[src/hw/rtl/edp_pkg.sv]
// Shared types, constants and datapath command codes for the edge diffraction point finder.
package edp_pkg;

    localparam int ITER_LIMIT = 32;
    localparam int ITER_W     = $clog2(ITER_LIMIT + 1);
    localparam int DIV_STEPS  = 24;

    localparam logic [24:0] ONE_Q24     = 25'h1000000;
    localparam logic [23:0] INV_PHI_Q24 = 24'd10368890;

    localparam logic [1:0] ST_OK    = 2'd0;
    localparam logic [1:0] ST_DEGEN = 2'd1;
    localparam logic [1:0] ST_CONE  = 2'd2;

    localparam logic [1:0] CFG_MAX_ITER = 2'd0;
    localparam logic [1:0] CFG_ITOL     = 2'd1;
    localparam logic [1:0] CFG_CTOL     = 2'd2;

    typedef enum logic [4:0] {
        OP_NOP,
        OP_LOAD,
        OP_DEG,
        OP_MUL_OFF,
        OP_SET_C,
        OP_SET_D,
        OP_MUL_PT,
        OP_SET_PT,
        OP_CLR_ACC,
        OP_DIFF,
        OP_MUL_SQ,
        OP_ACC,
        OP_SQRT_GO,
        OP_SAVE_LEN,
        OP_STORE_FC,
        OP_STORE_FD,
        OP_STEP,
        OP_MID,
        OP_VE,
        OP_MUL_EE,
        OP_SAVE_LE,
        OP_ZERO,
        OP_CLR_DOT,
        OP_MUL_DOT,
        OP_DACC,
        OP_MUL_DEN,
        OP_DIV_GO,
        OP_SAVE_COS,
        OP_FINAL
    } t_op;

    typedef struct packed {
        t_op        op;
        logic [1:0] k;
        logic       sel;
    } t_cmd;

    typedef struct packed {
        logic degen;
        logic go_c;
        logic tol_hit;
        logic sqrt_busy;
        logic div_busy;
        logic zero_len;
    } t_stat;

endpackage

[src/hw/rtl/edp_ctrl.sv]
// Controller: sequences the search, the path evaluations and the cone test.
module edp_ctrl import edp_pkg::*; (
    input  logic       i_clk,
    input  logic       i_rst_n,
    input  logic       i_start,
    input  logic [5:0] i_max_iter,
    input  t_stat      i_stat,
    output t_cmd       o_cmd,
    output logic       o_busy,
    output logic       o_done
);

    typedef enum logic [5:0] {
        S_IDLE, S_CHK, S_DEG, S_OFF, S_PROBE, S_PT_MUL, S_PT_SET,
        S_CLR, S_DIFF, S_SQ_MUL, S_SQ_ACC, S_SQRT_GO, S_SQRT_WAIT, S_SAVE_LEN,
        S_PATH_END, S_STEP, S_MID, S_VE, S_E_CLR, S_E_MUL, S_E_ACC, S_E_GO,
        S_E_WAIT, S_E_SAVE, S_ZCHK, S_ZERO, S_D_CLR, S_D_MUL, S_D_ACC, S_DEN,
        S_DIV_GO, S_DIV_WAIT, S_DIV_SAVE, S_FINAL
    } t_state;

    typedef enum logic [1:0] {PH_INIT_C, PH_INIT_D, PH_ITER, PH_FINAL} t_phase;

    t_state            r_state, n_state;
    t_phase            r_phase, n_phase;
    logic [1:0]        r_k, n_k;
    logic              r_sel, n_sel;
    logic [ITER_W-1:0] r_iter, n_iter;
    logic              r_busy, n_busy;
    logic              r_done, n_done;
    logic [ITER_W-1:0] w_limit;
    logic [ITER_W-1:0] w_iter_inc;

    always_comb begin
        if (int'(i_max_iter) < ITER_LIMIT) begin
            w_limit = ITER_W'(i_max_iter);
        end else begin
            w_limit = ITER_W'(ITER_LIMIT);
        end
    end

    assign w_iter_inc = r_iter + 1'b1;

    always_comb begin
        n_state   = r_state;
        n_phase   = r_phase;
        n_k       = r_k;
        n_sel     = r_sel;
        n_iter    = r_iter;
        n_done    = 1'b0;
        o_cmd.op  = OP_NOP;
        o_cmd.k   = r_k;
        o_cmd.sel = r_sel;
        unique case (r_state)
            S_IDLE: begin
                if (i_start) begin
                    o_cmd.op = OP_LOAD;
                    n_state  = S_CHK;
                end
            end
            S_CHK: begin
                n_phase = PH_INIT_C;
                n_state = i_stat.degen ? S_DEG : S_OFF;
            end
            S_DEG: begin
                o_cmd.op = OP_DEG;
                n_done   = 1'b1;
                n_state  = S_IDLE;
            end
            S_OFF: begin
                o_cmd.op = OP_MUL_OFF;
                n_state  = S_PROBE;
            end
            S_PROBE: begin
                if (r_phase == PH_INIT_C || (r_phase == PH_ITER && i_stat.go_c)) begin
                    o_cmd.op = OP_SET_C;
                end else begin
                    o_cmd.op = OP_SET_D;
                end
                n_k     = '0;
                n_state = S_PT_MUL;
            end
            S_PT_MUL: begin
                o_cmd.op = OP_MUL_PT;
                n_state  = S_PT_SET;
            end
            S_PT_SET: begin
                o_cmd.op = OP_SET_PT;
                if (r_k == 2'd2) begin
                    n_k     = '0;
                    n_sel   = 1'b0;
                    n_state = S_CLR;
                end else begin
                    n_k     = r_k + 1'b1;
                    n_state = S_PT_MUL;
                end
            end
            S_CLR: begin
                o_cmd.op = OP_CLR_ACC;
                n_state  = S_DIFF;
            end
            S_DIFF: begin
                o_cmd.op = OP_DIFF;
                n_state  = S_SQ_MUL;
            end
            S_SQ_MUL: begin
                o_cmd.op = OP_MUL_SQ;
                n_state  = S_SQ_ACC;
            end
            S_SQ_ACC: begin
                o_cmd.op = OP_ACC;
                if (r_k == 2'd2) begin
                    n_k     = '0;
                    n_state = S_SQRT_GO;
                end else begin
                    n_k     = r_k + 1'b1;
                    n_state = S_DIFF;
                end
            end
            S_SQRT_GO: begin
                o_cmd.op = OP_SQRT_GO;
                n_state  = S_SQRT_WAIT;
            end
            S_SQRT_WAIT: begin
                if (!i_stat.sqrt_busy) begin
                    n_state = S_SAVE_LEN;
                end
            end
            S_SAVE_LEN: begin
                o_cmd.op = OP_SAVE_LEN;
                if (!r_sel) begin
                    n_sel   = 1'b1;
                    n_state = S_CLR;
                end else begin
                    n_state = S_PATH_END;
                end
            end
            S_PATH_END: begin
                unique case (r_phase)
                    PH_INIT_C: begin
                        o_cmd.op = OP_STORE_FC;
                        n_phase  = PH_INIT_D;
                        n_state  = S_OFF;
                    end
                    PH_INIT_D: begin
                        o_cmd.op = OP_STORE_FD;
                        n_phase  = PH_ITER;
                        n_iter   = '0;
                        n_state  = (w_limit == '0) ? S_MID : S_STEP;
                    end
                    PH_ITER: begin
                        o_cmd.op = i_stat.go_c ? OP_STORE_FC : OP_STORE_FD;
                        n_iter   = w_iter_inc;
                        if (i_stat.tol_hit || w_iter_inc == w_limit) begin
                            n_state = S_MID;
                        end else begin
                            n_state = S_STEP;
                        end
                    end
                    PH_FINAL: begin
                        n_k     = '0;
                        n_state = S_VE;
                    end
                    default: n_state = S_IDLE;
                endcase
            end
            S_STEP: begin
                o_cmd.op = OP_STEP;
                n_state  = S_OFF;
            end
            S_MID: begin
                o_cmd.op = OP_MID;
                n_phase  = PH_FINAL;
                n_k      = '0;
                n_state  = S_PT_MUL;
            end
            S_VE: begin
                o_cmd.op = OP_VE;
                if (r_k == 2'd2) begin
                    n_k     = '0;
                    n_state = S_E_CLR;
                end else begin
                    n_k = r_k + 1'b1;
                end
            end
            S_E_CLR: begin
                o_cmd.op = OP_CLR_ACC;
                n_state  = S_E_MUL;
            end
            S_E_MUL: begin
                o_cmd.op = OP_MUL_EE;
                n_state  = S_E_ACC;
            end
            S_E_ACC: begin
                o_cmd.op = OP_ACC;
                if (r_k == 2'd2) begin
                    n_k     = '0;
                    n_state = S_E_GO;
                end else begin
                    n_k     = r_k + 1'b1;
                    n_state = S_E_MUL;
                end
            end
            S_E_GO: begin
                o_cmd.op = OP_SQRT_GO;
                n_state  = S_E_WAIT;
            end
            S_E_WAIT: begin
                if (!i_stat.sqrt_busy) begin
                    n_state = S_E_SAVE;
                end
            end
            S_E_SAVE: begin
                o_cmd.op = OP_SAVE_LE;
                n_state  = S_ZCHK;
            end
            S_ZCHK: begin
                n_sel   = 1'b0;
                n_k     = '0;
                n_state = i_stat.zero_len ? S_ZERO : S_D_CLR;
            end
            S_ZERO: begin
                o_cmd.op = OP_ZERO;
                n_done   = 1'b1;
                n_state  = S_IDLE;
            end
            S_D_CLR: begin
                o_cmd.op = OP_CLR_DOT;
                n_k      = '0;
                n_state  = S_D_MUL;
            end
            S_D_MUL: begin
                o_cmd.op = OP_MUL_DOT;
                n_state  = S_D_ACC;
            end
            S_D_ACC: begin
                o_cmd.op = OP_DACC;
                if (r_k == 2'd2) begin
                    n_k     = '0;
                    n_state = S_DEN;
                end else begin
                    n_k     = r_k + 1'b1;
                    n_state = S_D_MUL;
                end
            end
            S_DEN: begin
                o_cmd.op = OP_MUL_DEN;
                n_state  = S_DIV_GO;
            end
            S_DIV_GO: begin
                o_cmd.op = OP_DIV_GO;
                n_state  = S_DIV_WAIT;
            end
            S_DIV_WAIT: begin
                if (!i_stat.div_busy) begin
                    n_state = S_DIV_SAVE;
                end
            end
            S_DIV_SAVE: begin
                o_cmd.op = OP_SAVE_COS;
                if (!r_sel) begin
                    n_sel   = 1'b1;
                    n_state = S_D_CLR;
                end else begin
                    n_state = S_FINAL;
                end
            end
            S_FINAL: begin
                o_cmd.op = OP_FINAL;
                n_done   = 1'b1;
                n_state  = S_IDLE;
            end
            default: n_state = S_IDLE;
        endcase
        n_busy = (n_state != S_IDLE);
    end

    always_ff @(posedge i_clk) begin
        if (!i_rst_n) begin
            r_state <= S_IDLE;
            r_phase <= PH_INIT_C;
            r_k     <= '0;
            r_sel   <= 1'b0;
            r_iter  <= '0;
            r_busy  <= 1'b0;
            r_done  <= 1'b0;
        end else begin
            r_state <= n_state;
            r_phase <= n_phase;
            r_k     <= n_k;
            r_sel   <= n_sel;
            r_iter  <= n_iter;
            r_busy  <= n_busy;
            r_done  <= n_done;
        end
    end

    assign o_busy = r_busy;
    assign o_done = r_done;

endmodule

[config.mk]
export PLATFORM = sky130hd
export DESIGN_NAME = edp_ctrl
export DESIGN_NICKNAME = d
export VERILOG_FILES = /design/src/hw/rtl/edp_pkg.sv /design/src/hw/rtl/edp_ctrl.sv
export SDC_FILE = /design/constraint.sdc
export NUM_CORES = 1
export LEC_CHECK = 0
export ABC_AREA = 1
export BUFFER_PORTS_ARGS = -buffer_cell sky130_fd_sc_hd__buf_2
export CAP_MARGIN = 0
export CORE_AREA = 2 2 72 74
export CTS_CLUSTER_DIAMETER = 80
export DETAILED_ROUTE_END_ITERATION = 12
export DIE_AREA = 0 0 74 76
export HOLD_SLACK_MARGIN = 0.06
export PLACE_DENSITY_LB_ADDON = 0.1
export SYNTH_ARGS = -nofsm -noshare
export SYNTH_HDL_FRONTEND = slang
export SYNTH_SLANG_ARGS = --single-unit
[constraint.sdc]
create_clock -name i_clk -period 1.5 [get_ports i_clk]
set_input_delay 0.225 -clock i_clk [delete_from_list [all_inputs] [get_ports i_clk]]
set_output_delay 0.225 -clock i_clk [all_outputs]
set_load 0.02 [all_outputs]
==> results.py, run 1 <==
metrics = {
    "min_path": {
        "hp-class": "in2reg",
        "min_path_cells": 3,
        "hold_start": "i_rst_n",
    },
    "power_and_ir_drop": {
        "p_sw_share_pct": 34.77,
        "p_clk_share_pct": 29.4,
        "seqPwrFrac_pct": 38.4,
        "switching_power_uw": 481.0,
        "power_per_cell_area_nw_per_um2": 412.8,
        "power_leakage_nw": 1.702,
        "p_int_uw": 902.3,
        "peakVddDrop_mv": 0.3117,
        "comb_power_share_pct": 32.2,
    },
    "floorplan": {
        "core_sq_um": 4912,
        "start_util_pct": 37.90,
        "dieArea_sq_um": 5624,
        "pin_count": 25,
        "die_h_um": 76,
        "fp.dieW_um": 74,
        "rows": 26,
    },
    "cells_and_area": {
        "multi_input_area_sq_um": 1603,
        "syn_to_final_growth_pct": 79.97,
        "nFillCells": 418,
        "finish.utilization_pct": 68.21,
        "seq_area_sq_um": 406.6,
        "stdcell_count": 539,
        "layout.nets": 490,
        "n_antenna_cell": 0,
        "drive_gt1_share_pct": 49.25,
    },
    "setup_path": {
        "slowest_delay_ns": 0.38,
        "cp_cell_sequence": "buf_6 > nand2_4 > inv_4 > nand3_4 > inv_2 > or2_4 > nor4_4 > o2111ai_2 > buf_6",
        "r2r_cells": 13,
        "critical_path_class": "reg2out",
        "rr_startpoint": "r_state[0]$_SDFF_PN0_",
        "cp.required_ns": 1.27,
        "critPathLaunch": "r_state[0]$_SDFF_PN0_",
        "cp_common_cell": "buf_6",
        "cp_num_buf_inv": 4,
        "crit_family": "simple AND/OR/NAND/NOR gates",
        "crit_fanout": 4,
        "critPathArrivalTime_ns": 1.90,
        "critPathCaptureType": "output pin",
        "worst-path-stages": 9,
        "cpMaxStageDelayCell": "dfxtp_4",
        "startpoint_type": "flip-flop",
    },
    "timing": {
        "period_minus_slack_ns": 2.128,
        "fmaxAchievable_ghz": 0.4700,
        "slew_viol_final": 0,
        "hold_viol": 0,
        "whs_ns": 0.2086,
        "finalSetupViolCount": 23,
        "period_share_pct": 141.9,
        "slew_headroom_pct": 69.48,
        "tightest_slew_ns": 0.4550,
        "fin_worst_skew_ns": 0.01246,
        "rsz0062_at_grt": "true",
        "layout_setup_ws_ns": -0.6278,
    },
    "detailed_routing": {
        "dr.pass1.iters": 5,
        "drt_iter0_markers": 279,
        "vias": 2813,
        "drcViolationCount": 0,
        "routed_wl_um": 7968,
        "via_per_inst": 5.219,
        "wire_per_inst_um": 14.78,
        "antenna_left": 0,
    },
    "clock_tree": {
        "cts.reportedPaths.clkPinSlew_ns": 0.09,
        "cts_tree": "built",
        "cts_max_level": 1,
        "numCtsBuffers": 3,
        "clock_latency_ns": 0.28,
        "root_buffer": "clkbuf_8",
        "cts_sinks": 19,
        "clk_path_buf_depth": 2,
    },
    "global_route": {
        "grt_pass1_wl_um": 12480,
        "antenna_found_initial": 0,
        "track_usage_pct": 28.74,
        "grt_overflow": 0,
        "grt_max_degree": 16,
        "grt_pass1_vias": 2658,
    },
    "place": {
        "gp_congestion": 0.9448,
        "hpwlAfterDp_um": 6022,
        "dp_cells": 520,
        "portBuffers": 24,
    },
    "yosys": {
        "ys_top_cells_by_area": "dfxtp_1 20%, nand2_1 17%, inv_1 12%",
        "ys_seq_elements": 19,
        "netlist_instances": 338,
        "synth-edff-count": 0,
        "avgSynthCellArea_sq_um": 5.508,
        "yosysMostFrequentCell": "nand2_1",
        "synthDominantCellAreaShare_pct": 20.43,
        "ys_seq_area_share_pct": 20.43,
        "syn_area_sq_um": 1862,
        "synth_common_cells": "82 x nand2_1, 58 x inv_1, 44 x nor2_1, 36 x nand3_1, 24 x a21oi_1",
        "synth_top_area_cell": "dfxtp_1",
        "ys_warn_count": 0,
        "async_reset_ff_share_pct": 0,
        "synth_fp_nets": 358,
        "ys_types": 27,
        "ys.flop_type": "dfxtp_1",
    },
    "status": {
        "violations": "negative setup slack",
        "outcome": "complete, but fails checks",
    },
    "run": {
        "cap_violations": 0,
    },
}
[through the flow]
step	cell area, sq um	setup slack [ns]	TNS, ns	total power, mW
2_1_floorplan	1967	-0.08444	-0.3291	0.7135
3_3_place_gp	2844	-0.3463	-3.784	0.8750
3_5_place_dp	2844	-0.3530	-3.811	0.8749
4_1_cts	3128	-0.5941	-4.551	1.336
5_1_grt	3351	-0.6737	-7.168	1.447
6_report	3351	-0.6278	-5.165	1.383
[layer usage]
layer,track usage [%],share of wire [%],up-vias
li1,-,-,1368
met1,36.37,40,1280
met2,46.61,49,132
met3,3.571,6.3,33
met4,15.09,4.6,0
met5,0,0,-
[area by class of cell]
class	count	share of cell area, %
clock inverters	1	0.2240
clock buffers	3	1.232
multi-input cells	255	47.83
inverters	60	6.871
well taps	70	2.614
repair buffers	131	29.09
flip-flops and latches	19	12.14
[final timing paths]
path	to	slack, ns
setup / recovery	o_cmd[3]	-0.63
hold / removal	o_done$_SDFF_PN0_	0.21
setup reg to reg	o_busy$_SDFF_PN0_	-0.45
hold reg to reg	r_iter[2]$_SDFFE_PN0P_	0.51
[worst min-delay path, cell delays in order]
cell,delay (ns)
buf_2,0.13
o31ai_2,0.06
inv_1,0.03
[layout by cell type, fill, tap and decap left out, drive strengths merged]
cell and instances:
nor4 6, clkinvlp 1, o2111ai 2, buf 131, o31ai 2, nor3 12, nand2 83, o21ai 16
nor2 48, a21boi 1, clkbuf 3, inv 60, ha 5, dfxtp 19, nand4 12, or2 2
a211oi 2, a21oi 24, nand3 36, a31oi 1, nand3b 3
[power groups by stage]
stage,clock network [mW],logic [mW],registers (mW)
floorplan,0,0.165,0.548
global placement,0,0.332,0.543
detailed placement,0,0.331,0.544
CTS,0.415,0.393,0.528
global route,0.436,0.478,0.532
finish,0.407,0.445,0.531
[registers in the layout (all words and copies together) (netlist names)]
name     cells
r_iter       6
r_state      6
r_k          2
r_phase      2
o_busy       1
o_done       1
r_sel        1
[repair_timing]
action | in CTS | in global routing
hold buffers | 0 | 0
pin swaps | 11 | 11
gates resized for setup | 50 | 49
setup endpoints to repair | 23 | 23
endpoints found under the hold margin | 0 | 0
buffers inserted | 8 | 8
[cells by family after synthesis]
logic type	after synthesis	share of synthesized area, %
AO/OA/AOI/OAI	48	14.52
adder cells (fa/ha/maj)	5	3.360
buffers and inverters	64	13.24
flip-flops	19	20.43
AND/OR/NAND/NOR	202	48.45
No activity file was read; power rests on OpenSTA's default activity.
==> run 2: changes to the inputs <==
clock period = 2.69 ns   (was 1.5 ns; I/O delays follow)
==> run 2 against run 1 <==
The run now ends clean; core utilization shrank 25 points; routed wire length fell by 18%; sequential share of layout area increased by 5.7 points; die area unchanged; via count is 17% lower; hold slack better by 0.21 ns; clock skew down 0.0039 ns; global-route usage decreased by 4.2 points; register-to-register slack improved by 0.93 ns; cell count is 19% lower; final area decreased by 36%; critical path depth did not move; critical endpoint is now o_cmd[6].
==> results.py, run 2 (synthesized netlist as in run 1, its figures left out) <==
metrics = {
    "status": {
        "outcome": "complete, no violations",
    },
    "cells_and_area": {
        "nFillCells": 570,
        "largestRegisters": "r_iter x6, r_state x6",
        "stdcell_count": 435,
        "syn_to_final_growth_pct": 14.52,
        "design_area_sq_um": 2132,
        "n_antenna_cell": 0,
        "final_common_cell": "nand2_1",
        "layout.nets": 386,
        "layout_common_cells": "82 x nand2_1, 58 x inv_1, 44 x nor2_1",
        "drive_gt1_share_pct": 12.33,
    },
    "timing": {
        "slew_headroom_pct": 54.58,
        "rsz0062_at_grt": "false",
        "fin_worst_skew_ns": 0.008592,
        "slew_viol_final": 0,
        "hold_viol": 0,
        "layout_setup_ws_ns": 0.1705,
        "fmaxAchievable_ghz": 0.3969,
        "period_share_pct": 93.66,
        "tightest_slew_ns": 0.6772,
        "tns_ns": 0,
        "whs_ns": 0.4187,
        "finalSetupViolCount": 0,
        "period_minus_slack_ns": 2.519,
    },
    "detailed_routing": {
        "highest_layer": "met4",
        "antenna_left": 0,
        "drt_iter0_markers": 275,
        "wire_per_inst_um": 15.07,
        "via_per_inst": 5.366,
        "wl_met2_um": 2951,
        "route.met3.wl_um": 559,
        "dr.pass1.iters": 7,
        "wl_met1_um": 2728,
        "routed_wl_um": 6556,
        "vias": 2334,
        "drcViolationCount": 0,
    },
    "floorplan": {
        "fp.dieW_um": 74,
        "dieArea_sq_um": 5624,
        "core_sq_um": 4912,
        "start_util_pct": 37.90,
        "pin_count": 25,
        "rows": 26,
        "die_h_um": 76,
    },
    "setup_path": {
        "critPathCaptureType": "output pin",
        "startpoint_type": "flip-flop",
        "crit_fanout": 7,
        "cp.required_ns": 2.29,
        "critical_path_class": "reg2out",
        "critPathArrivalTime_ns": 2.12,
    },
    "place": {
        "portBuffers": 24,
        "pre_cts_slack_ns": 0.3747,
        "gp_congestion": 1.025,
        "dp_cells": 431,
        "placed_area_sq_um": 2071,
        "hpwlAfterDp_um": 5324,
    },
    "power_and_ir_drop": {
        "power_leakage_nw": 1.128,
        "peakVddDrop_mv": 0.1671,
        "power_per_cell_area_nw_per_um2": 305.0,
    },
    "clock_tree": {
        "clock_latency_ns": 0.26,
        "cts_setup_buffers": 0,
        "cts_max_level": 1,
        "cts.reportedPaths.clkPinSlew_ns": 0.08,
        "root_buffer": "clkbuf_8",
        "cts_sinks": 19,
        "clk_path_buf_depth": 2,
        "cts_tree": "built",
        "numCtsBuffers": 3,
    },
    "global_route": {
        "antenna_found_initial": 0,
        "grt_pass1_wl_um": 10670,
        "track_usage_pct": 24.51,
        "grt_max_degree": 17,
        "grt_overflow": 0,
        "grt_pass1_vias": 2164,
    },
    "min_path": {
        "hp-class": "in2reg",
    },
    "run": {
        "cap_violations": 0,
    },
}
## run 2: cell count changes in the layout (fill, tap and decap cells not counted), moves of 11 or more
cell     before  now
buf_4       100    3
buf_6        11    0
inv_1        43   58
inv_2        15    2
nand2_1      66   82
nand2_2      15    1
nor2_1       31   44
## run 2: critical path: stages (launching register included)
cell     delay [ns]
dfxtp_1        0.43
inv_1          0.08
nor2_1         0.21
nand2_1        0.19
nor2_4         0.18
inv_1          0.15
o21ai_1        0.26
nor4_1         0.09
o21ai_0        0.07
buf_2          0.18
## run 2: layer usage
metal  global-route usage [%]  vias up
met3                    3.968       29
met2                    38.48      122
met4                    11.64        0
li1                         -     1168
met5                        0        -
met1                    32.17     1015
## run 2: final cells by class
type,count,area [sq um],share of cell area [%]
timing repair buffer,27,142.6,6.690
sequential,19,380.4,17.84
inverter,60,225.2,10.56
multi-input combinational,255,1251,58.69
clock buffer,4,45.04,2.113
tap,70,87.58,4.108
## run 2: repair_timing
action / CTS / global route
hold buffers: 0 / 0
gates resized for setup: 0 / 4
setup endpoints to repair: 0 / 3
## run 2: worst paths after layout
| kind | from | to | slack (ns) | cells past startpoint |
|---|---|---|---|---|
| worst max-delay path | r_state[1]$_SDFF_PN0_ | o_cmd[6] | 0.17 | 9 |
| worst min-delay path | i_rst_n | o_done$_SDFF_PN0_ | 0.42 | 3 |
| worst max register to register | r_state[4]$_SDFF_PN0_ | o_busy$_SDFF_PN0_ | 0.48 | 9 |
| worst min register to register | r_iter[5]$_SDFFE_PN0P_ | r_iter[5]$_SDFFE_PN0P_ | 0.50 | 2 |
## run 2: power breakdown
part,internal (mW),total [mW],switching (mW)
registers,0.289,0.297,0.00751
clock network,0.105,0.209,0.104
logic,0.0485,0.144,0.0956
## run 2: metrics by stage
| stage | power, mW | util (%) |
|---|---|---|
| finish | 0.6503 | 43.40 |
| CTS | 0.6519 | 43.07 |
| detailed placement | 0.4443 | 42.15 |
| global route | 0.6935 | 43.40 |
| floorplan | 0.3910 | - |
| global placement | 0.4467 | 42.15 |
